==> config.mk <==
export PLATFORM = sky130hd
export DESIGN_NAME = sbm_reduce
export DESIGN_NICKNAME = d
export VERILOG_FILES = /design/src/rtl/sbm_pkg.sv /design/src/rtl/sbm_reduce.sv
export SDC_FILE = /design/constraint.sdc
export NUM_CORES = 1
export LEC_CHECK = 0
export BUFFER_PORTS_ARGS = -buffer_cell sky130_fd_sc_hd__buf_2
export CORE_MARGIN = 10
export CORE_UTILIZATION = 48
export CTS_BUF_LIST = sky130_fd_sc_hd__clkbuf_8
export CTS_CLUSTER_DIAMETER = 40
export CTS_CLUSTER_SIZE = 8
export DETAILED_ROUTE_END_ITERATION = 8
export PLACE_DENSITY = 0.68
export SLEW_MARGIN = 20
export SYNTH_ARGS = -nofsm -noshare
export SYNTH_HDL_FRONTEND = slang
export SYNTH_SLANG_ARGS = --single-unit
==> constraint.sdc <==
create_clock -name clk -period 13.3 [get_ports clk]
set_input_delay 1.33 -clock clk [delete_from_list [all_inputs] [get_ports clk]]
set_output_delay 1.33 -clock clk [all_outputs]
set_load 0.01 [all_outputs]
==> src/rtl/sbm_pkg.sv <==
// Shared constants, types and state codes for the shifting Bloom membership block.
package sbm_pkg;

    localparam int HASH_W         = 64;
    localparam int MOD_W          = 13;
    localparam int NH_W           = 5;
    localparam int CFG_IDX_W      = 2;
    localparam int DIGITS         = 4;
    localparam int PREP_CYCLES    = HASH_W / DIGITS;
    localparam int CNT_W          = $clog2(PREP_CYCLES);

    localparam int BITS_MAX_DEF   = 4096;
    localparam int SHIFT_SPAN_DEF = 57;
    localparam int HASHES_MAX_DEF = 16;

    localparam logic [MOD_W-1:0] NUM_BITS_RST   = 13'd4096;
    localparam logic [NH_W-1:0]  NUM_HASHES_RST = 5'd8;

    localparam logic [CFG_IDX_W-1:0] CFG_NUM_BITS   = 2'd0;
    localparam logic [CFG_IDX_W-1:0] CFG_NUM_HASHES = 2'd1;

    localparam logic OP_INSERT = 1'b0;
    localparam logic OP_QUERY  = 1'b1;

    typedef enum logic [2:0] {
        ST_CLEAR,
        ST_IDLE,
        ST_PREP,
        ST_ADV,
        ST_PROBE,
        ST_STEP,
        ST_DONE
    } state_t;

    // remainders handed from the reduction unit to the sequencer
    typedef struct packed {
        logic [MOD_W-1:0] lo_rem;
        logic [MOD_W-1:0] hi_rem;
        logic [MOD_W-1:0] wrap_rem;
    } mod_res_t;

endpackage

==> src/rtl/sbm_reduce.sv <==
// Radix-16 remainder unit: hash words mod m, 2^64 mod m and the pair shift.
module sbm_reduce #(
    parameter int SHIFT_SPAN = sbm_pkg::SHIFT_SPAN_DEF,
    localparam int SW = $clog2(SHIFT_SPAN)
) (
    input  logic                           clk,
    input  logic                           rst_n,
    input  logic                           start,
    input  logic [sbm_pkg::HASH_W-1:0]     hash_low,
    input  logic [sbm_pkg::HASH_W-1:0]     hash_high,
    input  logic [sbm_pkg::MOD_W-1:0]      m_eff,
    output logic                           done,
    output sbm_pkg::mod_res_t              res,
    output logic [SW-1:0]                  shift
);

    localparam int DIV = SHIFT_SPAN - 1;

    logic [sbm_pkg::HASH_W-1:0] lo_sh_reg;
    logic [sbm_pkg::HASH_W-1:0] hi_sh_reg;
    logic [sbm_pkg::MOD_W-1:0]  lo_r_reg, lo_r_next;
    logic [sbm_pkg::MOD_W-1:0]  hi_r_reg, hi_r_next;
    logic [sbm_pkg::MOD_W-1:0]  w_r_reg, w_r_next;
    logic [SW-1:0]              s_r_reg, s_r_next;
    logic [sbm_pkg::CNT_W-1:0]  cnt_reg;
    logic                       busy_reg;
    logic                       done_reg;

    function automatic logic [sbm_pkg::MOD_W-1:0] mstep(
        input logic [sbm_pkg::MOD_W-1:0] r,
        input logic                      b,
        input logic [sbm_pkg::MOD_W-1:0] m
    );
        logic [sbm_pkg::MOD_W:0] t;
        t = {r, b};
        if (t >= {1'b0, m})
        begin
            t = t - {1'b0, m};
        end
        return t[sbm_pkg::MOD_W-1:0];
    endfunction

    function automatic logic [SW-1:0] sstep(
        input logic [SW-1:0] r,
        input logic          b
    );
        logic [SW:0] t;
        t = {r, b};
        if (t >= (SW+1)'(DIV))
        begin
            t = t - (SW+1)'(DIV);
        end
        return t[SW-1:0];
    endfunction

    // four MSB-first bits per cycle on every lane
    always_comb
    begin
        lo_r_next = lo_r_reg;
        hi_r_next = hi_r_reg;
        w_r_next  = w_r_reg;
        s_r_next  = s_r_reg;
        for (int j = 0; j < sbm_pkg::DIGITS; j++)
        begin
            lo_r_next = mstep(lo_r_next, lo_sh_reg[sbm_pkg::HASH_W-1-j], m_eff);
            hi_r_next = mstep(hi_r_next, hi_sh_reg[sbm_pkg::HASH_W-1-j], m_eff);
            w_r_next  = mstep(w_r_next, 1'b0, m_eff);
            s_r_next  = sstep(s_r_next, lo_sh_reg[sbm_pkg::HASH_W-1-j]);
        end
    end

    always_ff @(posedge clk or negedge rst_n)
    begin
        if (!rst_n)
        begin
            busy_reg <= 1'b0;
            done_reg <= 1'b0;
            cnt_reg  <= '0;
        end
        else
        begin
            done_reg <= 1'b0;
            if (start)
            begin
                busy_reg <= 1'b1;
                cnt_reg  <= '0;
            end
            else if (busy_reg)
            begin
                cnt_reg <= cnt_reg + 1'b1;
                if (cnt_reg == sbm_pkg::CNT_W'(sbm_pkg::PREP_CYCLES - 1))
                begin
                    busy_reg <= 1'b0;
                    done_reg <= 1'b1;
                end
            end
        end
    end

    // 2^64 mod m: start from 1 mod m, then 64 doublings
    always_ff @(posedge clk)
    begin
        if (start)
        begin
            lo_sh_reg <= hash_low;
            hi_sh_reg <= hash_high;
            lo_r_reg  <= '0;
            hi_r_reg  <= '0;
            w_r_reg   <= (m_eff == sbm_pkg::MOD_W'(1)) ? '0 : sbm_pkg::MOD_W'(1);
            s_r_reg   <= '0;
        end
        else if (busy_reg)
        begin
            lo_sh_reg <= lo_sh_reg << sbm_pkg::DIGITS;
            hi_sh_reg <= hi_sh_reg << sbm_pkg::DIGITS;
            lo_r_reg  <= lo_r_next;
            hi_r_reg  <= hi_r_next;
            w_r_reg   <= w_r_next;
            s_r_reg   <= s_r_next;
        end
    end

    assign done         = done_reg;
    assign res.lo_rem   = lo_r_reg;
    assign res.hi_rem   = hi_r_reg;
    assign res.wrap_rem = w_r_reg;
    assign shift        = s_r_reg + SW'(1);

endmodule

==> results of run 1 <==
[cell type report]
cell class / instances / area, µm² / share of cell area
multi-input cells: 1464 / 11100 / 0.598
clock inverters: 15 / 178 / 0.00954
diodes: 2 / 5.00 / 0.000269
flip-flops and latches: 179 / 5030 / 0.270
repair buffers: 210 / 1110 / 0.0596
well taps: 455 / 569 / 0.0306
inverters: 94 / 358 / 0.0192
clock buffers: 17 / 234 / 0.0126
[kinds of logic (layout without fill, tap and decap cells)]
| kind of cell | count (synthesis) | after routing | share of synthesized area |
|---|---|---|---|
| AOI/OAI and AO/OA | 476 | 476 | 0.194 |
| buffers and inverters | 147 | 336 | 0.0351 |
| and+or+nand+nor | 516 | 516 | 0.155 |
| other | 0 | 2 | 0 |
| adders and majority gates | 168 | 168 | 0.130 |
| DFF | 179 | 179 | 0.300 |
| muxes | 199 | 199 | 0.131 |
| xor gates and xnor gates | 105 | 105 | 0.0549 |
[cells in the final DEF (no fill, tap or decap), types with 14 or more instances in the layout]
master	instances
nand2b_1	25
buf_2	188
nand4_1	25
a211oi_1	29
buf_4	21
inv_1	92
o21ai_0	84
nand3_1	35
nor4_1	17
a31oi_1	14
a21oi_1	122
and2_1	17
dfxtp_1	32
nor2_1	144
mux2_2	159
and3_1	16
nor3_1	53
xor2_1	36
o211ai_1	14
ha_1	159
a21o_1	32
clkbuf_8	17
xnor2_1	69
edfxtp_1	141
mux2i_1	39
nand2_1	103
o21a_1	33
nor2b_1	26
[cell usage after synthesis, types with 7 or more instances]
cell type / number / share of area
and3_1: 16 / 0.0060
o21ai_1: 11 / 0.0033
nor4_1: 17 / 0.0064
nand3_1: 35 / 0.010
o211a_1: 7 / 0.0042
or2_2: 12 / 0.0045
edfxtp_1: 141 / 0.25
mux2_2: 159 / 0.11
mux2i_1: 39 / 0.023
nor3_1: 53 / 0.016
a21o_1: 32 / 0.014
nor2_1: 144 / 0.032
a311oi_1: 12 / 0.0063
o21a_1: 33 / 0.015
o22ai_1: 11 / 0.0041
or3_1: 8 / 0.0030
a211oi_1: 29 / 0.013
dfxtp_1: 32 / 0.038
a211o_1: 10 / 0.0052
a31oi_1: 14 / 0.0052
nand2b_1: 25 / 0.0093
a21oi_1: 122 / 0.036
and2_1: 17 / 0.0064
inv_1: 93 / 0.021
ha_1: 159 / 0.12
buf_2: 11 / 0.0033
nor2b_1: 26 / 0.0097
xnor2_1: 69 / 0.036
nand4_1: 25 / 0.0093
clkbuf_1: 34 / 0.0076
xor2_1: 36 / 0.019
o21bai_1: 7 / 0.0031
o31ai_1: 12 / 0.0054
nand2_1: 103 / 0.023
o21ai_0: 84 / 0.025
o211ai_1: 14 / 0.0063
fa_1: 9 / 0.011
[per-layer routing]
| layer | wire [µm] | part of all wire | global-route usage | up-vias |
|---|---|---|---|---|
| met5 | 44 | 0.00087 | 0 | - |
| met4 | 1470 | 0.029 | 0.0768 | 6 |
| met3 | 3550 | 0.071 | 0.0517 | 100 |
| met2 | 23700 | 0.47 | 0.384 | 490 |
| met1 | 21500 | 0.43 | 0.294 | 7071 |
| li1 | - | - | - | 7133 |
[how the worst max path moves through the flow]
stage / to / slack, ns / depth (start not counted)
3_5_place_dp: lo_r_reg[11] / 0.94 / 37
6_report: lo_r_reg[11] / 1.14 / 37
5_1_grt: lo_r_reg[12] / 0.43 / 37
3_3_place_gp: lo_r_reg[11] / 0.78 / 37
4_1_cts: lo_r_reg[11] / 1.43 / 37
2_1_floorplan: hi_r_reg[3] / 2.81 / 37
[through the flow]
| stage | util | instances | area (µm²) | hold slack [ns] | setup WS, ns |
|---|---|---|---|---|---|
| global placement | 0.528 | 2402 | 18200 | 0.526 | 0.777 |
| finish | 0.540 | 2436 | 18600 | 0.554 | 1.14 |
| floorplan | - | 1790 | 16700 | 0.505 | 2.81 |
| CTS | 0.540 | 2434 | 18600 | 0.557 | 1.43 |
| detailed placement | 0.528 | 2402 | 18200 | 0.534 | 0.942 |
| global route | 0.540 | 2435 | 18600 | 0.574 | 0.426 |
==> qor.yml, run 1 <==
setup_path:
  max_stage_delay_ns: 0.71
  rr_startpoint: "lo_sh_reg[63]"
  worstSetupPathType: "in2reg"
  crit_top_cell: "a21oi_1"
  cp.required_ns: 13.66
  endpoint_kind: "flip-flop"
  cp-startpoint: "m_eff[0]"
  cp_num_buf_inv: 3
  reg2reg_depth: 37
  critical_path.top_delay_family: "compound AO/OA/AOI/OAI gates"
  critPathSlowestCell: "nand4bb_1"
  crit_path_max_fanout: 22
  worstPathArrival_ns: 12.52
  cp-start-kind: "input port"
  r2r_setup_slack_ns: 1.78
  r2r_end: "lo_r_reg[11]"
placement:
  gp_congestion: 0.937
  io_buffers: 189
  place_hpwl_um: 38600
global_route:
  grt_pass1_wl_um: 78900
  grt_max_degree: 83
  grtUsageTotal: 0.232
  grt.overflow.total: 0
  antenna_found_initial: 5
  grt_pass1_vias: 14514
timing:
  finalWorstPathRequiredPeriod_ns: 12.16
  max_slew_margin: 0.310
  clock.fmax_ghz: 0.0823
  skew_ns: 0.0248
  min_period_over_period: 0.914
  worst_pin_slew_ns: 1.03
  final-max-slew-violation-count: 0
  rsz0062_at_grt: "no"
  hold_violations: 0
  fin_setup_tns_ns: 0
  setup_viol: 0
clocking:
  clock_latency_ns: 0.49
  clk_pin_slew_ns: 0.12
  cts_hold_buf: 0
  cts_resized: 0
  cts_root_buf: "clkbuf_8"
  cts_max_level: 4
  cts_max_path_buffers: 2
  cts_setup_buffers: 0
  cts_buffers: 17
  cts_tree: "built"
  numClockSinks: 179
floorplan:
  core_um2: 34500
  chipHeight_um: 207
  rows: 68
  start_util: 0.486
  die_w_um: 207
  fp.dieArea_um2: 42800
  pin_count: 190
detailed_routing:
  firstDrtPassIters: 6
  wl_um: 50300
  antenna_left: 0
  drt_iter0_drc: 1031
  viasPerCell: 6.08
  wl_per_cell_um: 20.7
  vias: 14800
  drc: 0
logic_synthesis:
  yosysWarnings: 0
  syn_nets: 2102
  mappedNetlistArea_um2: 16700
  synth-seq-area-share: 0.300
  syn_inst: 1790
  synth_flop_cell: "edfxtp_1"
  synthArstFlopShare: 0.0335
  synth-edff-count: 141
  ys_ff_latch: 179
  synth_area_per_cell_um2: 9.36
  synth_cell_types: 92
min_path:
  whs_path_depth: 1
  holdPathEnd: "lo_sh_reg[57]"
  hold_start: "lo_sh_reg[53]"
  hp-class: "reg2reg"
cells_and_area:
  areaGrowthSynthToFinish_pct: 11.1
  drive_gt1_frac: 0.226
  fin_nets: 2278
  final.fill_count: 3108
job:
  max_cap_viol_count: 0
run_status:
  status: "complete, no violations"
Power of run 1 is not shown: default switching activity piles up to over one toggle a cycle in this logic, so the estimate is an artifact.
==> run 2, diff against run 1 <==
ABC_AREA = 0   (was unset)
REMOVE_ABC_BUFFERS = 1   (was unset)
==> run 2 against run 1 <==
Clock skew increased by 0.0016 ns. Cell count increased by 0.21%. Critical path type unchanged. Sequential share of layout area about the same. Hold slack got worse by 0.012 ns. Critical endpoint unchanged. Largest cell class unchanged.
==> qor.yml, run 2 (synthesis gave the netlist of run 1 again) <==
timing:
  clock.fmax_ghz: 0.0828  # +0.70%
  hold_violations: 0  # unchanged
  fin_setup_tns_ns: 0  # unchanged
  rsz0062_at_grt: "no"
  finalWorstPathRequiredPeriod_ns: 12.07  # -0.0842 ns
  worst_pin_slew_ns: 1.06  # +0.0241 ns
  final-max-slew-violation-count: 0  # unchanged
  skew_ns: 0.0263  # +0.00156 ns
  holdWs_ns: 0.542  # -0.0119 ns
  min_period_over_period: 0.908  # -0.00633
  max_slew_margin: 0.295  # -0.0153
  setup_viol: 0  # unchanged
  layout_setup_ws_ns: 1.23  # +0.0842 ns
clocking:
  cts_root_buf: "clkbuf_8"
  cts_max_path_buffers: 2  # unchanged
  cts_setup_buffers: 0  # unchanged
  clock_latency_ns: 0.51  # +0.02 ns
  cts_hold_buf: 0  # unchanged
  cts_max_level: 4  # unchanged
  clk_pin_slew_ns: 0.13  # about the same
  cts_resized: 0  # unchanged
  cts_buffers: 17  # unchanged
  numClockSinks: 179  # unchanged
  cts_tree: "built"
setup_path:
  r2r_setup_slack_ns: 1.85  # +0.07 ns
  r2r_end: "lo_r_reg[11]"
  crit_top_cell: "a21oi_1"
  max_stage_delay_ns: 0.81  # +0.10 ns
  worstPathArrival_ns: 12.43  # -0.09 ns
  cp-start-kind: "input port"
  endpoint_kind: "flip-flop"
  rr_startpoint: "lo_sh_reg[63]"
  reg2reg_depth: 37  # unchanged
  critPathSlowestCell: "nand4bb_1"
  worstSetupPathType: "in2reg"
  cp.required_ns: 13.66  # about the same
  crit_path_max_fanout: 17  # -23%
detailed_routing:
  antenna_left: 0  # unchanged
  drt_iter0_drc: 1102  # +6.9%
  met1Wirelength_um: 23000  # +6.9%
  drc: 0  # unchanged
  met3_length_um: 3780  # +6.5%
  firstDrtPassIters: 7  # +1
  wl_per_cell_um: 21.2  # +2.7%
  wl_um: 51800  # +2.9%
  wl_met2_um: 23800  # +0.19%
  viasPerCell: 6.09  # +0.27%
  vias: 14870  # +0.47%
  highest_layer: "met5"
placement:
  io_buffers: 189  # unchanged
  pre_cts_ws_ns: 0.938  # -0.00396 ns
  gp_congestion: 0.973  # +3.9%
  place_hpwl_um: 40400  # +4.6%
floorplan:
  fp.dieArea_um2: 42800  # unchanged
  start_util: 0.486  # unchanged
  pin_count: 190  # unchanged
  core_um2: 34500  # unchanged
  die_w_um: 207  # unchanged
  chipHeight_um: 207  # unchanged
  rows: 68  # unchanged
global_route:
  grt_max_degree: 79  # -4.8%
  grtUsageTotal: 0.237  # +0.00553
  antenna_found_initial: 14  # +9
  grt_pass1_vias: 14479  # -0.24%
  grt_pass1_wl_um: 80200  # +1.6%
  grt.overflow.total: 0  # unchanged
cells_and_area:
  layout_common_cells: "188 x buf_2, 159 x mux2_2, 159 x ha_1"
  drive_gt1_frac: 0.227  # +0.000896
  final.fill_count: 3144  # +1.2%
  areaGrowthSynthToFinish_pct: 11.3
  final_common_cell: "buf_2"
  fin_nets: 2279  # +0.044%
min_path:
  hp-class: "reg2reg"
  hold_start: "hi_sh_reg[28]"
  holdPathEnd: "hi_sh_reg[32]"
  whs_path_depth: 1  # unchanged
run_status:
  status: "complete, no violations"
job:
  max_cap_viol_count: 0  # unchanged
==> run 2: area by class of cell <==
cell class / count / area (µm²) / area share
Sequential cell: 179 / 5030 / 0.270
Clock buffer: 17 / 234 / 0.0126
Tap cell: 455 / 569 / 0.0305
Multi-Input combinational cell: 1464 / 11100 / 0.597
Inverter: 94 / 358 / 0.0192
Antenna cell: 6 / 15.0 / 0.000806
Timing Repair Buffer: 211 / 1120 / 0.0600
Clock inverter: 15 / 183 / 0.00980
==> run 2: how the worst max path moves through the flow <==
stage | from | endpoint
2_1_floorplan | m_eff[2] | w_r_reg[10]
3_3_place_gp | m_eff[1] | lo_r_reg[12]
6_report | m_eff[1] | lo_r_reg[11]
5_1_grt | m_eff[1] | lo_r_reg[3]
3_5_place_dp | m_eff[1] | lo_r_reg[11]
4_1_cts | m_eff[1] | lo_r_reg[11]
==> run 2: through the flow <==
stage          cells  instance area [µm²]   util
2_1_floorplan   1737                16500      -
3_3_place_gp    2403                18200  0.528
3_5_place_dp    2403                18200  0.528
4_1_cts         2435                18600  0.540
5_1_grt         2437                18600  0.541
6_report        2441                18600  0.541
==> run 2: per-layer routing <==
metal | up-vias | GRT usage
li1 | 7136 | -
met1 | 7075 | 0.313
met2 | 547 | 0.381
met3 | 94 | 0.0590
met4 | 18 | 0.0626
met5 | - | 0
==> run 2: critical path, delay by kind of cell <==
family | cells | cell delay [ns]
compound gates | 24 | 7.29
mux | 1 | 0.42
fa+ha+maj | 4 | 1.36
simple gates | 4 | 1.17
buf+inv | 3 | 0.82
Power of run 2 is left out for the same reason.
==> run 3, diff against run 2 <==
CORE_ASPECT_RATIO = 0.5   (was unset)
CORE_UTILIZATION = 45   (was 48)
PLACE_DENSITY = unset   (was 0.68)
==> run 3 against run 2 <==
Flip-flop and latch count unchanged. Utilization decreased by 2.7 points. Cell count increased by 1.1%. Worst setup slack improved by 0.066 ns. Global-route usage decreased by 2.8 points. Sequential share of layout area about the same. Design area about the same. Non-clock buffer count decreased by 1. Largest cell class unchanged.
==> qor.yml, run 3 (synthesis gave the netlist of run 1 again) <==
run_status:
  status: "complete, no violations"
detailed_routing:
  wl_um: 49800  # -3.8%
  vias: 14605  # -1.8%
  drc: 0  # unchanged
  viasPerCell: 5.92  # -2.8%
  wl_per_cell_um: 20.2  # -4.8%
  antenna_left: 0  # unchanged
  drt_iter0_drc: 1103  # +0.091%
  firstDrtPassIters: 6  # -1
clocking:
  cts_hold_buf: 0  # unchanged
  clk_pin_slew_ns: 0.12  # about the same
  numClockSinks: 179  # unchanged
  cts_tree: "built"
  cts_resized: 0  # unchanged
  cts_max_level: 4  # unchanged
  cts_max_path_buffers: 2  # unchanged
  cts_setup_buffers: 0  # unchanged
  clock_latency_ns: 0.49  # -0.02 ns
  cts_root_buf: "clkbuf_8"
  cts_buffers: 17  # unchanged
global_route:
  grtUsageTotal: 0.210  # -0.0278
  grt_max_degree: 84  # +6.3%
  grt_pass1_vias: 13891  # -4.1%
  antenna_found_initial: 10  # -4
  grt.overflow.total: 0  # unchanged
  grt_pass1_wl_um: 76700  # -4.4%
placement:
  io_buffers: 189  # unchanged
  gp_congestion: 0.921  # -5.3%
  place_hpwl_um: 38400  # -4.9%
setup_path:
  endpoint_kind: "flip-flop"
  max_stage_delay_ns: 0.82  # about the same
  reg2reg_depth: 36  # -2.7%
  r2r_end: "lo_r_reg[3]"
  crit_top_cell: "a21oi_1"
  worstSetupPathType: "in2reg"
  critical_path.top_delay_family: "compound AO/OA/AOI/OAI gates"
  rr_startpoint: "lo_sh_reg[63]"
  cp_num_buf_inv: 3  # unchanged
  critPathSlowestCell: "nand4bb_1"
  worstPathArrival_ns: 12.32  # -0.11 ns
  crit_path_max_fanout: 22  # +5
  r2r_setup_slack_ns: 1.88  # +0.03 ns
  cp-start-kind: "input port"
  cp.required_ns: 13.61  # -0.05 ns
timing:
  min_period_over_period: 0.903  # -0.00498
  max_slew_margin: 0.276  # -0.0188
  hold_violations: 0  # unchanged
  rsz0062_at_grt: "no"
  skew_ns: 0.0371  # +0.0108 ns
  finalWorstPathRequiredPeriod_ns: 12.01  # -0.0662 ns
  setup_viol: 0  # unchanged
  clock.fmax_ghz: 0.0833  # +0.55%
  worst_pin_slew_ns: 1.06  # +0.00712 ns
  final-max-slew-violation-count: 0  # unchanged
  fin_setup_tns_ns: 0  # unchanged
floorplan:
  die_w_um: 293  # +42%
  start_util: 0.461  # -0.0246
  core_um2: 36300  # +5.3%
  chipHeight_um: 156  # -24%
  pin_count: 190  # unchanged
  fp.dieArea_um2: 45800  # +7.1%
  rows: 49  # -28%
cells_and_area:
  drive_gt1_frac: 0.227  # about the same
  layout_common_cells: "188 x buf_2, 159 x mux2_2, 159 x ha_1"
  fin_nets: 2278  # -0.044%
  areaGrowthSynthToFinish_pct: 11.3  # about the same
  final_common_cell: "buf_2"
min_path:
  whs_path_depth: 1  # unchanged
  holdPathEnd: "hi_sh_reg[5]"
  hp-class: "reg2reg"
  hold_start: "hi_sh_reg[1]"
job:
  max_cap_viol_count: 0  # unchanged
-- run 3: worst register-to-register path: cells and delay by family (launching register included) --
kind	cells	cell delay, ns
compound gates	24	7.14
fa+ha+maj	5	1.62
buf+inv	3	0.42
flops	1	0.55
simple gates	4	1.52
-- run 3: cell type report --
class | instances | area, µm²
inverter | 94 | 358
antenna | 4 | 10.0
timing repair buffer | 210 | 1110
sequential | 179 | 5030
tap | 484 | 606
fill | 3481 | 17600
multi-input combinational | 1464 | 11100
clock inverter | 15 | 164
clock buffer | 17 | 234
-- run 3: worst max-delay path by stage --
stage	from	end	slack [ns]	cells after the start
final	m_eff[0]	lo_r_reg[3]	1.29	36
after global routing	m_eff[0]	lo_r_reg[12]	0.52	38
after detailed placement	m_eff[0]	lo_r_reg[3]	1.10	36
after CTS	m_eff[0]	lo_r_reg[3]	1.60	36
after global placement	m_eff[0]	lo_r_reg[3]	1.07	36
after floorplan	m_eff[2]	w_r_reg[10]	2.75	35
-- run 3: through the flow --
step	setup WS [ns]	cell area, µm²	hold WS, ns	std cells	util
2_1_floorplan	2.75	16500	0.505	1737	-
3_3_place_gp	1.07	18200	0.527	2431	0.502
3_5_place_dp	1.10	18200	0.533	2431	0.502
4_1_cts	1.60	18600	0.542	2463	0.513
5_1_grt	0.517	18600	0.545	2464	0.514
6_report	1.29	18600	0.542	2467	0.514
-- run 3: metal layers --
metal  vias up  part of all wire  track usage
li1       7162                 -            -
met1      6897              0.46        0.278
met2       460              0.45        0.335
met4        12             0.021       0.0611
met3        74             0.073       0.0508
met5         -            0.0014            0
Power of run 3 is left out for the same reason.
