$ cat src/rtl/sbm_pkg.sv
// Shared constants, types and state codes for the shifting Bloom membership block.
package sbm_pkg;

    localparam int HASH_W         = 64;
    localparam int MOD_W          = 13;
    localparam int NH_W           = 5;
    localparam int CFG_IDX_W      = 2;
    localparam int DIGITS         = 4;
    localparam int PREP_CYCLES    = HASH_W / DIGITS;
    localparam int CNT_W          = $clog2(PREP_CYCLES);

    localparam int BITS_MAX_DEF   = 4096;
    localparam int SHIFT_SPAN_DEF = 57;
    localparam int HASHES_MAX_DEF = 16;

    localparam logic [MOD_W-1:0] NUM_BITS_RST   = 13'd4096;
    localparam logic [NH_W-1:0]  NUM_HASHES_RST = 5'd8;

    localparam logic [CFG_IDX_W-1:0] CFG_NUM_BITS   = 2'd0;
    localparam logic [CFG_IDX_W-1:0] CFG_NUM_HASHES = 2'd1;

    localparam logic OP_INSERT = 1'b0;
    localparam logic OP_QUERY  = 1'b1;

    typedef enum logic [2:0] {
        ST_CLEAR,
        ST_IDLE,
        ST_PREP,
        ST_ADV,
        ST_PROBE,
        ST_STEP,
        ST_DONE
    } state_t;

    // remainders handed from the reduction unit to the sequencer
    typedef struct packed {
        logic [MOD_W-1:0] lo_rem;
        logic [MOD_W-1:0] hi_rem;
        logic [MOD_W-1:0] wrap_rem;
    } mod_res_t;

endpackage

$ cat src/rtl/sbm_ctrl.sv
// Sequencer: store clearing pass, probe index stepping, bit pair access and result register.
module sbm_ctrl #(
    parameter int BITS_MAX   = sbm_pkg::BITS_MAX_DEF,
    parameter int SHIFT_SPAN = sbm_pkg::SHIFT_SPAN_DEF,
    parameter int HASHES_MAX = sbm_pkg::HASHES_MAX_DEF,
    localparam int DEPTH = BITS_MAX + SHIFT_SPAN - 1,
    localparam int AW    = $clog2(DEPTH),
    localparam int SW    = $clog2(SHIFT_SPAN),
    localparam int KW    = $clog2(HASHES_MAX + 1)
) (
    input  logic                       clk,
    input  logic                       rst_n,
    input  logic                       in_valid,
    output logic                       in_stall,
    input  logic                       opcode,
    input  logic [sbm_pkg::HASH_W-1:0] hash_low,
    input  logic [sbm_pkg::HASH_W-1:0] hash_high,
    output logic                       out_valid,
    input  logic                       out_stall,
    output logic                       present,
    input  logic [sbm_pkg::MOD_W-1:0]  m_eff,
    input  logic [KW-1:0]              k_eff,
    output logic                       red_start,
    input  logic                       red_done,
    input  sbm_pkg::mod_res_t          red_res,
    input  logic [SW-1:0]              shift,
    output logic                       mem_we,
    output logic [AW-1:0]              mem_waddr,
    output logic                       mem_wdata,
    output logic [AW-1:0]              mem_raddr_a,
    output logic [AW-1:0]              mem_raddr_b,
    input  logic                       mem_rdata_a,
    input  logic                       mem_rdata_b
);

    sbm_pkg::state_t state_reg, state_next;

    logic [AW-1:0]              clr_reg;
    logic                       op_reg;
    logic [sbm_pkg::HASH_W-1:0] hi_reg;
    logic [sbm_pkg::HASH_W-1:0] h_reg;
    logic [sbm_pkg::MOD_W-1:0]  a_reg;
    logic [KW-1:0]              i_reg;
    logic                       all_set_reg;
    logic                       out_valid_reg;
    logic                       present_reg;

    logic [sbm_pkg::MOD_W-1:0]  a_src;
    logic [sbm_pkg::MOD_W-1:0]  a_adv;
    logic [sbm_pkg::HASH_W-1:0] h_sum;
    logic                       h_carry;
    logic [AW-1:0]              addr_a;
    logic [AW-1:0]              addr_b;
    logic                       last_probe;
    logic                       load_out;

    // next index: a + H mod m, minus 2^64 mod m when the 64-bit sum wrapped
    function automatic logic [sbm_pkg::MOD_W-1:0] adv_idx(
        input logic [sbm_pkg::MOD_W-1:0] a,
        input logic [sbm_pkg::MOD_W-1:0] h,
        input logic [sbm_pkg::MOD_W-1:0] w,
        input logic [sbm_pkg::MOD_W-1:0] m,
        input logic                      carry
    );
        logic [sbm_pkg::MOD_W:0] t;
        logic [sbm_pkg::MOD_W:0] u;
        t = {1'b0, a} + {1'b0, h};
        if (t >= {1'b0, m})
        begin
            t = t - {1'b0, m};
        end
        if (carry)
        begin
            if (t >= {1'b0, w})
            begin
                u = t - {1'b0, w};
            end
            else
            begin
                u = t + {1'b0, m} - {1'b0, w};
            end
        end
        else
        begin
            u = t;
        end
        return u[sbm_pkg::MOD_W-1:0];
    endfunction

    assign a_src              = (state_reg == sbm_pkg::ST_ADV) ? red_res.lo_rem : a_reg;
    assign {h_carry, h_sum}   = {1'b0, h_reg} + {1'b0, hi_reg};
    assign a_adv              = adv_idx(a_src, red_res.hi_rem, red_res.wrap_rem, m_eff, h_carry);
    assign addr_a             = AW'(a_reg);
    assign addr_b             = addr_a + AW'(shift);
    assign last_probe         = (i_reg == k_eff);
    assign load_out           = (state_reg == sbm_pkg::ST_DONE) && (!out_valid_reg || !out_stall);

    always_comb
    begin
        state_next = state_reg;
        unique case (state_reg)
            sbm_pkg::ST_CLEAR:
            begin
                if (clr_reg == AW'(DEPTH - 1))
                begin
                    state_next = sbm_pkg::ST_IDLE;
                end
            end
            sbm_pkg::ST_IDLE:
            begin
                if (in_valid)
                begin
                    state_next = sbm_pkg::ST_PREP;
                end
            end
            sbm_pkg::ST_PREP:
            begin
                if (red_done)
                begin
                    state_next = sbm_pkg::ST_ADV;
                end
            end
            sbm_pkg::ST_ADV:
            begin
                state_next = sbm_pkg::ST_PROBE;
            end
            sbm_pkg::ST_PROBE:
            begin
                state_next = sbm_pkg::ST_STEP;
            end
            sbm_pkg::ST_STEP:
            begin
                if (!last_probe)
                begin
                    state_next = sbm_pkg::ST_PROBE;
                end
                else if (op_reg == sbm_pkg::OP_QUERY)
                begin
                    state_next = sbm_pkg::ST_DONE;
                end
                else
                begin
                    state_next = sbm_pkg::ST_IDLE;
                end
            end
            sbm_pkg::ST_DONE:
            begin
                if (!out_valid_reg || !out_stall)
                begin
                    state_next = sbm_pkg::ST_IDLE;
                end
            end
            default:
            begin
                state_next = sbm_pkg::ST_CLEAR;
            end
        endcase
    end

    always_comb
    begin
        in_stall    = 1'b1;
        red_start   = 1'b0;
        mem_we      = 1'b0;
        mem_waddr   = addr_a;
        mem_wdata   = 1'b1;
        mem_raddr_a = addr_a;
        mem_raddr_b = addr_b;
        unique case (state_reg)
            sbm_pkg::ST_CLEAR:
            begin
                mem_we    = 1'b1;
                mem_waddr = clr_reg;
                mem_wdata = 1'b0;
            end
            sbm_pkg::ST_IDLE:
            begin
                in_stall  = 1'b0;
                red_start = in_valid;
            end
            sbm_pkg::ST_PROBE:
            begin
                mem_we = (op_reg == sbm_pkg::OP_INSERT);
            end
            sbm_pkg::ST_STEP:
            begin
                mem_we    = (op_reg == sbm_pkg::OP_INSERT);
                mem_waddr = addr_b;
            end
            default:
            begin
            end
        endcase
    end

    always_ff @(posedge clk or negedge rst_n)
    begin
        if (!rst_n)
        begin
            state_reg     <= sbm_pkg::ST_CLEAR;
            clr_reg       <= '0;
            out_valid_reg <= 1'b0;
        end
        else
        begin
            state_reg <= state_next;
            if (state_reg == sbm_pkg::ST_CLEAR)
            begin
                clr_reg <= clr_reg + 1'b1;
            end
            if (load_out)
            begin
                out_valid_reg <= 1'b1;
            end
            else if (!out_stall)
            begin
                out_valid_reg <= 1'b0;
            end
        end
    end

    always_ff @(posedge clk)
    begin
        if (state_reg == sbm_pkg::ST_IDLE && in_valid)
        begin
            op_reg      <= opcode;
            hi_reg      <= hash_high;
            h_reg       <= hash_low;
            all_set_reg <= 1'b1;
        end
        if (state_reg == sbm_pkg::ST_ADV)
        begin
            a_reg <= a_adv;
            h_reg <= h_sum;
            i_reg <= KW'(1);
        end
        if (state_reg == sbm_pkg::ST_STEP)
        begin
            // read data here belongs to the pair addressed in the probe cycle
            if (op_reg == sbm_pkg::OP_QUERY && (!mem_rdata_a || !mem_rdata_b))
            begin
                all_set_reg <= 1'b0;
            end
            if (!last_probe)
            begin
                a_reg <= a_adv;
                h_reg <= h_sum;
                i_reg <= i_reg + 1'b1;
            end
        end
        if (load_out)
        begin
            present_reg <= all_set_reg;
        end
    end

    assign out_valid = out_valid_reg;
    assign present   = present_reg;

    ap_zero_only_in_clear: assert property (@(posedge clk) disable iff (!rst_n)
        (mem_we && !mem_wdata) |-> (state_reg == sbm_pkg::ST_CLEAR))
        else $error("store bit cleared outside the clearing pass");

    ap_result_from_done: assert property (@(posedge clk) disable iff (!rst_n)
        $rose(out_valid_reg) |-> $past(state_reg == sbm_pkg::ST_DONE && op_reg == sbm_pkg::OP_QUERY))
        else $error("result raised without a finished query");

    ap_probe_index: assert property (@(posedge clk) disable iff (!rst_n)
        (state_reg == sbm_pkg::ST_PROBE) |-> (a_reg < m_eff && i_reg != '0 && i_reg <= k_eff))
        else $error("probe index or count out of range");

    ap_pair_in_store: assert property (@(posedge clk) disable iff (!rst_n)
        (state_reg == sbm_pkg::ST_STEP) |-> (int'(addr_b) < DEPTH))
        else $error("shifted bit beyond the store");

endmodule

$ cat config.mk
export PLATFORM = sky130hd
export DESIGN_NAME = sbm_ctrl
export DESIGN_NICKNAME = d
export VERILOG_FILES = /design/src/rtl/sbm_pkg.sv /design/src/rtl/sbm_ctrl.sv
export SDC_FILE = /design/constraint.sdc
export NUM_CORES = 1
export LEC_CHECK = 0
export ABC_AREA = 1
export BUFFER_PORTS_ARGS = -buffer_cell sky130_fd_sc_hd__buf_2
export CORE_ASPECT_RATIO = 1.5
export CORE_MARGIN = 5
export CORE_UTILIZATION = 30
export DETAILED_ROUTE_END_ITERATION = 7
export PLACE_DENSITY = 0.44
export SETUP_SLACK_MARGIN = 0.02
export SYNTH_ARGS = -nofsm -noshare
export SYNTH_HDL_FRONTEND = slang
export SYNTH_SLANG_ARGS = --single-unit
export TNS_END_PERCENT = 30
$ cat constraint.sdc
create_clock -name clk -period 17.7 [get_ports clk]
set_input_delay 1.77 -clock clk [delete_from_list [all_inputs] [get_ports clk]]
set_output_delay 1.77 -clock clk [all_outputs]
set_load 0.01 [all_outputs]
==> impl_metrics.json, run 1 <==
{
  "status": "complete, no violations",
  "critPathLaunchType": "primary input",
  "gpl.final_weighted_congestion": 0.9324,
  "post_dr_vias_cell": 4.908,
  "die_area_um2": 54860,
  "fillerInstances": 5572,
  "upper_clock_frequency_limit_ghz": 0.1364,
  "dieWidth_um": 192.9,
  "fin_crit_sh_pct": 41.42,
  "layout-area-overhead-vs-synth_pct": 16.95,
  "ios": 244,
  "worst_path_max_delay_cell": "sky130_fd_sc_hd__fa_1",
  "insertion_delay_ns": 0.47,
  "syn-num-nets": 2552,
  "ctsRootBufferMaster": "sky130_fd_sc_hd__clkbuf_16",
  "slew_viol_final": 0,
  "synth_edf_count": 66,
  "total_clock_buffers_created_by_cts": 17,
  "path_common_cell": "sky130_fd_sc_hd__nand2_1",
  "ys_seq_elements": 166,
  "cts_repair_resize_count": 0,
  "final_layout_size_suffix_gt1_share_pct": 14.09,
  "yosys.area.top_type_share_pct": 13.79,
  "tritoncts": "yes",
  "htreeDepth": 4,
  "cts.path.max_buffers": 2,
  "seq_area_um2": 4069,
  "grt_pass1_wl_mm": 93.29,
  "worst-endpoint-arrival_ns": 7.69,
  "finalHoldViolations": 0,
  "via_count": 15310,
  "drtPass1Iterations": 5,
  "yosysWarnings": 0,
  "synth_sequential_area_ratio_pct": 27.02,
  "postRouteWirelength_mm": 63.04,
  "worstPathRequired_ns": 18.06,
  "io_buffers": 243,
  "crit_path_end_kind": "register",
  "track_usage_pct": 22.68,
  "drcViolationCount": 0,
  "grt_setup_unrepaired": "false",
  "placementRows": 100,
  "max-cap-violations": 0,
  "worst_path_largest_cell_delay_ns": 0.48,
  "clk_pin_slew_worst_paths_ns": 0.07,
  "initialDrtViolationCount": 777,
  "core_area_um2": 49670,
  "synthesized_area_divided_by_synthesized_cell_count_um2": 6.807,
  "start_util_pct": 30.31,
  "relSlewSlack_pct": 26.32,
  "nNetsFinal": 2782,
  "cts.hold.buffers_added": 0,
  "dpl.hpwl_mm": 53.97,
  "wire_per_inst_um": 20.20,
  "globalRouteOverflowTotal": 0,
  "postCtsSetupRepairBufs": 0,
  "criticalPathCategory": "in2reg",
  "antenna_left": 0,
  "synth_common_cells": "553 x sky130_fd_sc_hd__nand2_1, 324 x sky130_fd_sc_hd__inv_1, 195 x sky130_fd_sc_hd__nor2_1",
  "setup_total_negative_slack_ns": 0,
  "synthFlopType": "sky130_fd_sc_hd__dfxtp_1",
  "worst_slew_pin_slew_ns": 1.094,
  "grt_max_degree": 77,
  "postSynth.asyncResetShare_pct": 10.24,
  "clock-skew-final_ns": 0.01611,
  "die_h_um": 284.4,
  "yosysTopAreaCell": "sky130_fd_sc_hd__nand2_1",
  "cts.sink_count": 166,
  "netlist_instances": 2212,
  "worst_hold_path_type": "reg2reg",
  "setup_viol": 0,
  "synthMostInstantiatedCell": "sky130_fd_sc_hd__nand2_1",
  "netlist_area_um2": 15060,
  "final.min_clock_period_ns": 7.332,
  "timing.critical_path.fanout_max": 15,
  "antenna_found_initial": 5,
  "grt_pass1_vias": 16160,
  "area_of_the_multi_input_gates_um2": 9539,
  "ys_top_cells_by_area": "sky130_fd_sc_hd__nand2_1 14%, sky130_fd_sc_hd__edfxtp_1 13%, sky130_fd_sc_hd__dfxtp_1 11%",
  "synth.distinct_cells": 63
}
-- cell usage in the layout (no fill, tap or decap), types with 25 or more instances in the layout --
cell type / synthesis / routed
sky130_fd_sc_hd__o21bai_1: 27 / 27
sky130_fd_sc_hd__a21oi_1: 141 / 141
sky130_fd_sc_hd__nand2_1: 553 / 553
sky130_fd_sc_hd__edfxtp_1: 66 / 66
sky130_fd_sc_hd__dfxtp_1: 83 / 83
sky130_fd_sc_hd__ha_1: 124 / 124
sky130_fd_sc_hd__nand3_1: 188 / 187
sky130_fd_sc_hd__buf_2: 6 / 243
sky130_fd_sc_hd__xnor2_1: 32 / 32
sky130_fd_sc_hd__xor2_1: 71 / 71
sky130_fd_sc_hd__o21ai_0: 106 / 106
sky130_fd_sc_hd__o21ai_1: 25 / 25
sky130_fd_sc_hd__nor2_1: 195 / 195
sky130_fd_sc_hd__inv_1: 324 / 324
-- path summary, 6_finish.rpt --
path / start / end / slack [ns] / depth (start not counted)
max in group asynchronous: rst_n / clr_reg[8] / 16.17 / 1
min in group asynchronous: rst_n / out_valid / 1.23 / 1
worst min register to register: all_set_reg / present / 0.44 / 0
worst max-delay path: red_res[26] / mem_raddr_a[12] / 10.37 / 39
worst max register to register: state_reg[0] / mem_raddr_a[5] / 10.41 / 35
worst min-delay path: all_set_reg / present / 0.44 / 0
-- stage by stage --
stage	cell area [um2]	worst slack [ns]	hold WS, ns	utilization [%]	cells
finish	17610	10.37	0.4370	35.45	3120
global route	17610	9.701	0.4417	35.45	3120
CTS	17600	10.27	0.4341	35.44	3118
detailed placement	16970	9.801	0.4173	34.16	3086
global placement	16970	9.842	0.4170	34.16	3086
floorplan	15060	11.16	0.4030	-	2212
-- critical path, delay by kind of cell --
| kind | cells | cell delay, ns |
|---|---|---|
| buf+inv | 7 | 0.54 |
| simple gates | 19 | 2.00 |
| fa+ha+maj | 5 | 1.86 |
| compound gates | 7 | 1.10 |
| xor+xnor | 1 | 0.43 |
-- cell families after synthesis --
group	Yosys count	synth area share, %
buffers and inverters	375	9.689
muxes	1	0.06648
xor gates and xnor gates	103	5.991
adders and majority gates	141	12.56
AOI/OAI and AO/OA	394	15.47
DFF	166	27.02
and+or+nand+nor	1032	29.19
-- metal layers --
layer / up-vias / track usage (%) / routed length [um]
met1: 7040 / 21.03 / 21040
li1: 7717 / - / -
met3: 155 / 2.627 / 2119
met4: 2 / 15.99 / 5095
met2: 399 / 44.42 / 34760
met5: - / 0 / 20
-- final cells by class --
cell class	instances	share of cell area, %
Clock inverter	13	1.151
Antenna cell	2	0.02842
Multi-Input combinational cell	1671	54.17
Tap cell	663	4.711
Clock buffer	19	2.458
Sequential cell	166	23.11
Timing Repair Buffer	249	7.162
Inverter	337	7.212
Power of run 1 is not shown: default switching activity piles up to over one toggle a cycle in this logic, so the estimate is an artifact.
==> run 2: changes to the inputs <==
Settings changed: ABC_AREA 1 to 0, PLACE_DENSITY 0.44 to 0.46.
Clock period 17.7 ns to 6 ns, I/O delays scaled along.
==> run 2 against run 1 <==
The flow now finishes with violations (negative setup slack). Wire length shrank 19%. Global-route usage shrank 3.4 points. Utilization grew 4.1 points. Via count shrank 12%. Flip-flop and latch count is the same. Final area grew 4.3%. Synthesized cell count shrank 27%.
==> impl_metrics.json, run 2 <==
{
  "status": "finished with violations",
  "violated_checks": "negative setup slack",
  "dieWidth_um": 186.3,
  "grt_pass1_wl_mm": 78.35,
  "worst_slew_pin_slew_ns": 1.085,
  "synth_sequential_area_ratio_pct": 29.09,
  "worst_hold_path_type": "in2async",
  "grt_pass1_vias": 14020,
  "syn-num-nets": 1954,
  "criticalPathCategory": "reg2reg",
  "synth.distinct_cells": 89,
  "ys_seq_elements": 166,
  "post_dr_vias_cell": 5.165,
  "postRouteWirelength_mm": 50.97,
  "antenna_found_initial": 4,
  "insertion_delay_ns": 0.45,
  "final.min_clock_period_ns": 6.439,
  "fin_area_um2": 18370,
  "netlist_area_um2": 13990,
  "placementRows": 97,
  "synth_common_cells": "148 x sky130_fd_sc_hd__a21oi_1, 137 x sky130_fd_sc_hd__nand2_1, 125 x sky130_fd_sc_hd__nor2_1",
  "postPlaceCellArea_um2": 17180,
  "layout.cells.most_common": "sky130_fd_sc_hd__buf_2",
  "netlist_instances": 1614,
  "timing.critical_path.fanout_max": 7,
  "finish.utilization_pct": 39.51,
  "grt_max_degree": 73,
  "timing.reg2reg.setup_slack_ns": -0.44,
  "grt_setup_unrepaired": "true",
  "synthFlopType": "sky130_fd_sc_hd__dfxtp_1",
  "clk_pin_slew_worst_paths_ns": 0.08,
  "layout-area-overhead-vs-synth_pct": 31.32,
  "r2r_end": "mem_raddr_a[12]",
  "worstPathRequired_ns": 6.35,
  "worst_path_max_delay_cell": "sky130_fd_sc_hd__dfrtp_1",
  "cts.sink_count": 166,
  "clock-skew-final_ns": 0.01827,
  "place_inst": 2557,
  "gpl.final_weighted_congestion": 0.9055,
  "yosys.area.top_type_share_pct": 14.17,
  "drcViolationCount": 0,
  "track_usage_pct": 19.28,
  "worst_path_largest_cell_delay_ns": 0.40,
  "postSynth.asyncResetShare_pct": 10.24,
  "tritoncts": "yes",
  "nNetsFinal": 2342,
  "yosysWarnings": 0,
  "synth_edf_count": 66,
  "final_critical_path_setup_slack_ns": -0.4387,
  "setup_viol": 13,
  "htreeDepth": 4,
  "setup_total_negative_slack_ns": -3.746,
  "globalRouteOverflowTotal": 0,
  "ctsRootBufferMaster": "sky130_fd_sc_hd__clkbuf_16",
  "via_count": 13480,
  "initialDrtViolationCount": 470,
  "synthesized_area_divided_by_synthesized_cell_count_um2": 8.666,
  "die_h_um": 274.5,
  "dpl.hpwl_mm": 41.63,
  "yosysTopAreaCell": "sky130_fd_sc_hd__edfxtp_1",
  "synthMostInstantiatedCell": "sky130_fd_sc_hd__a21oi_1",
  "worst_r2r_path_depth": 32,
  "crit_path_end_kind": "register",
  "crit-reg2reg-launch": "state_reg[2]",
  "worst-endpoint-arrival_ns": 6.79,
  "timing.critical_path.buf_inv": 3,
  "max-cap-violations": 0,
  "path_common_cell": "sky130_fd_sc_hd__ha_4",
  "worst_path_dominant_cell_family": "simple AND/OR/NAND/NOR gates",
  "core_area_um2": 46480,
  "relSlewSlack_pct": 27.42,
  "drtPass1Iterations": 7,
  "ys_top_cells_by_area": "sky130_fd_sc_hd__edfxtp_1 14%, sky130_fd_sc_hd__dfxtp_1 12%, sky130_fd_sc_hd__ha_1 11%",
  "die_area_um2": 51130,
  "layout.cells.most_common_list": "243 x sky130_fd_sc_hd__buf_2, 177 x sky130_fd_sc_hd__buf_4, 133 x sky130_fd_sc_hd__a21oi_1",
  "start_util_pct": 30.09,
  "total_clock_buffers_created_by_cts": 17,
  "critPathLaunchType": "register",
  "slew_viol_final": 0,
  "fin_crit_sh_pct": 107.3,
  "final_layout_size_suffix_gt1_share_pct": 31.02,
  "cts.path.max_buffers": 2,
  "finalHoldViolations": 0,
  "post_layout_instance_count_excluding_filler_cells": 2610,
  "io_buffers": 243,
  "wire_per_inst_um": 19.53,
  "antenna_left": 0,
  "ios": 244,
  "upper_clock_frequency_limit_ghz": 0.1553
}
run 2: worst max-delay path by stage:
stage / endpoint / startpoint / slack [ns] / cells past startpoint
2_1_floorplan: mem_raddr_a[11] / state_reg[0] / -0.13 / 34
3_3_place_gp: mem_raddr_a[10] / state_reg[2] / -0.60 / 33
3_5_place_dp: mem_raddr_a[10] / state_reg[0] / -0.69 / 31
4_1_cts: mem_raddr_a[9] / state_reg[2] / -0.42 / 32
5_1_grt: mem_raddr_a[12] / state_reg[2] / -0.76 / 32
6_report: mem_raddr_a[12] / state_reg[2] / -0.44 / 32
run 2: cell families after synthesis:
| group | count (synthesis) | share of synthesized area (%) |
|---|---|---|
| AO/OA/AOI/OAI | 464 | 21.76 |
| XOR/XNOR | 116 | 7.264 |
| adder cells (fa/ha/maj) | 141 | 13.53 |
| buffers and inverters | 158 | 5.018 |
| flip-flops | 166 | 29.09 |
| multiplexers | 89 | 6.620 |
| AND/OR/NAND/NOR | 480 | 16.73 |
run 2: layer usage:
layer | wire length [um] | GRT usage (%)
met5 | 23 | 0
met1 | 18900 | 19.97
met2 | 27680 | 37.60
met4 | 2484 | 9.181
met3 | 1877 | 2.840
run 2: cell type report:
cell class              instances  area (um2)
fillers                      4827       28120
multi-input cells            1290        9911
flip-flops and latches        166        4069
repair buffers                431        2695
well taps                     594       743.2
clock buffers                  24       525.5
inverters                      96       365.4
clock inverters                 8       56.30
diodes                          1       2.502
run 2: what timing repair did:
| action | 4_1_cts | 5_1_grt |
|---|---|---|
| hold buffers | 0 | 0 |
| pin swaps | 46 | 55 |
| hold endpoints to repair | 0 | 0 |
| buffers inserted | 8 | 13 |
| resized for setup | 43 | 44 |
| cloned | 0 | 0 |
| endpoints found under the setup margin | 13 | 13 |
run 2: metrics by stage:
| step | setup slack, ns | hold WS (ns) |
|---|---|---|
| 6_report | -0.4387 | 0.06218 |
| 3_5_place_dp | -0.6924 | 0.4254 |
| 4_1_cts | -0.4229 | 0.05792 |
| 5_1_grt | -0.7554 | 0.08556 |
| 3_3_place_gp | -0.6002 | 0.4182 |
| 2_1_floorplan | -0.1321 | 0.3044 |
Power of run 2 is left out for the same reason.
==> run 3: changes to the inputs <==
Settings changed: ABC_AREA 0 to 1, PLACE_DENSITY 0.46 to 0.45.
==> run 3 against run 2 <==
The run now ends clean. Cell count grew 26%. Utilization down 0.53 points. Final area rose by 5.4%. Die area increased by 7.3%. Critical path depth grew 9. Count of clock-buffer cells in the layout shrank 7. Setup slack better by 0.66 ns.
==> impl_metrics.json, run 3 (synthesis results as in run 1) <==
{
  "status": "complete, no violations",
  "worst_r2r_path_depth": 41,
  "antenna_found_initial": 5,
  "worst_slew_pin_slew_ns": 1.273,
  "fillerInstances": 5486,
  "worstPathRequired_ns": 6.35,
  "fin_crit_sh_pct": 96.27,
  "final_layout_size_suffix_gt1_share_pct": 22.69,
  "worst-endpoint-arrival_ns": 6.12,
  "criticalPathCategory": "reg2reg",
  "relSlewSlack_pct": 14.27,
  "dieWidth_um": 192.9,
  "worst_hold_path_type": "in2async",
  "postRouteWirelength_mm": 64.76,
  "drtPass1Iterations": 6,
  "drcViolationCount": 0,
  "crit_path_end": "mem_raddr_a[2]",
  "layout.cells.most_common_list": "531 x sky130_fd_sc_hd__nand2_1, 319 x sky130_fd_sc_hd__inv_1, 243 x sky130_fd_sc_hd__buf_2",
  "worst_path_largest_cell_delay_ns": 0.39,
  "tritoncts": "yes",
  "layout.cells.most_common": "sky130_fd_sc_hd__nand2_1",
  "die_area_um2": 54860,
  "io_buffers": 243,
  "timing.critical_path.fanout_max": 8,
  "finish.utilization_pct": 38.98,
  "layout-area-overhead-vs-synth_pct": 28.59,
  "setup_total_negative_slack_ns": 0,
  "dpl.hpwl_mm": 55.04,
  "htreeDepth": 4,
  "gpl.final_weighted_congestion": 0.9646,
  "grt_pass1_wl_mm": 95.57,
  "critPathLaunchType": "register",
  "nNetsFinal": 2940,
  "insertion_delay_ns": 0.46,
  "timing.reg2reg.setup_slack_ns": 0.22,
  "ios": 244,
  "crit-reg2reg-launch": "state_reg[2]",
  "grt_setup_unrepaired": "true",
  "grt_pass1_vias": 16930,
  "setup_viol": 0,
  "initialDrtViolationCount": 630,
  "cts.sink_count": 166,
  "clock-skew-final_ns": 0.01113,
  "grt_max_degree": 69,
  "clk_pin_slew_worst_paths_ns": 0.08,
  "finalHoldWorstSlack_ns": 0.05409,
  "upper_clock_frequency_limit_ghz": 0.1731,
  "final.min_clock_period_ns": 5.776,
  "track_usage_pct": 23.04,
  "worst_path_max_delay_cell": "sky130_fd_sc_hd__dfrtp_1",
  "core_area_um2": 49670,
  "start_util_pct": 30.31,
  "slew_viol_final": 0,
  "wire_per_inst_um": 19.74,
  "max-cap-violations": 0,
  "crit_path_end_kind": "register",
  "post_dr_vias_cell": 4.868,
  "via_count": 15970,
  "ctsRootBufferMaster": "sky130_fd_sc_hd__clkbuf_16",
  "antenna_left": 0,
  "placementRows": 100,
  "finalHoldViolations": 0,
  "globalRouteOverflowTotal": 0,
  "cts.path.max_buffers": 2,
  "r2r_end": "mem_raddr_a[2]",
  "die_h_um": 284.4,
  "total_clock_buffers_created_by_cts": 17,
  "cp-startpoint": "state_reg[2]",
  "cts.hold.buffers_added": 0
}
run 3: changes by cell type in the layout (fill, tap and decap cells not counted), sizes merged, moves of 26 or more:
cell / delta
a211oi: -38
buf: -26
inv: +242
mux2: -28
mux2i: -60
nand2: +424
nand3: +154
nor2: +78
nor2b: -34
o21ai: +43
xnor2: -42
xor2: +29
run 3: worst max-delay path, delay by kind of cell, from the launching register on:
family | cells | cell delay [ns]
AOI/OAI and AO/OA | 7 | 0.76
xor gates and xnor gates | 1 | 0.12
and+or+nand+nor | 18 | 1.93
DFF | 1 | 0.39
buffers and inverters | 11 | 1.30
adders and majority gates | 4 | 1.15
run 3: stage by stage:
| stage | cells | cell area (um2) | worst slack (ns) |
|---|---|---|---|
| finish | 3280 | 19360 | 0.2238 |
| global placement | 3224 | 18000 | -0.2196 |
| detailed placement | 3224 | 18000 | -0.2520 |
| floorplan | 2212 | 15060 | 0.1922 |
| CTS | 3263 | 18800 | -0.005909 |
| global route | 3279 | 19360 | -0.2087 |
run 3: how the worst min path moves through the flow:
stage                 endpoint  cells after the start
floorplan           clr_reg[0]                      0
global placement       present                      0
detailed placement     present                      0
CTS                  out_valid                      1
global route         out_valid                      1
finish               out_valid                      1
run 3: final cells by class:
cell class / instances / area, um2 / share of cell area, %
multi-input cells: 1672 / 10050 / 51.90
flip-flops and latches: 166 / 4069 / 21.01
repair buffers: 406 / 2491 / 12.87
inverters: 337 / 1272 / 6.572
well taps: 663 / 829.5 / 4.284
clock buffers: 17 / 425.4 / 2.197
clock inverters: 15 / 215.2 / 1.111
diodes: 4 / 10.01 / 0.05170
run 3: what timing repair did:
item,CTS,global route
gates resized for setup,23,99
endpoints found under the setup margin,13,13
pin swaps,6,49
setup buffers,6,12
cloned,1,1
run 3: per-layer routing:
metal	vias to the layer above	global-route usage, %	part of all wire, %
met5	-	0	0.020
met4	2	13.92	6.8
met3	140	2.259	2.8
met2	355	47.54	58
met1	7423	20.54	33
li1	8047	-	-
Power of run 3 is left out for the same reason.
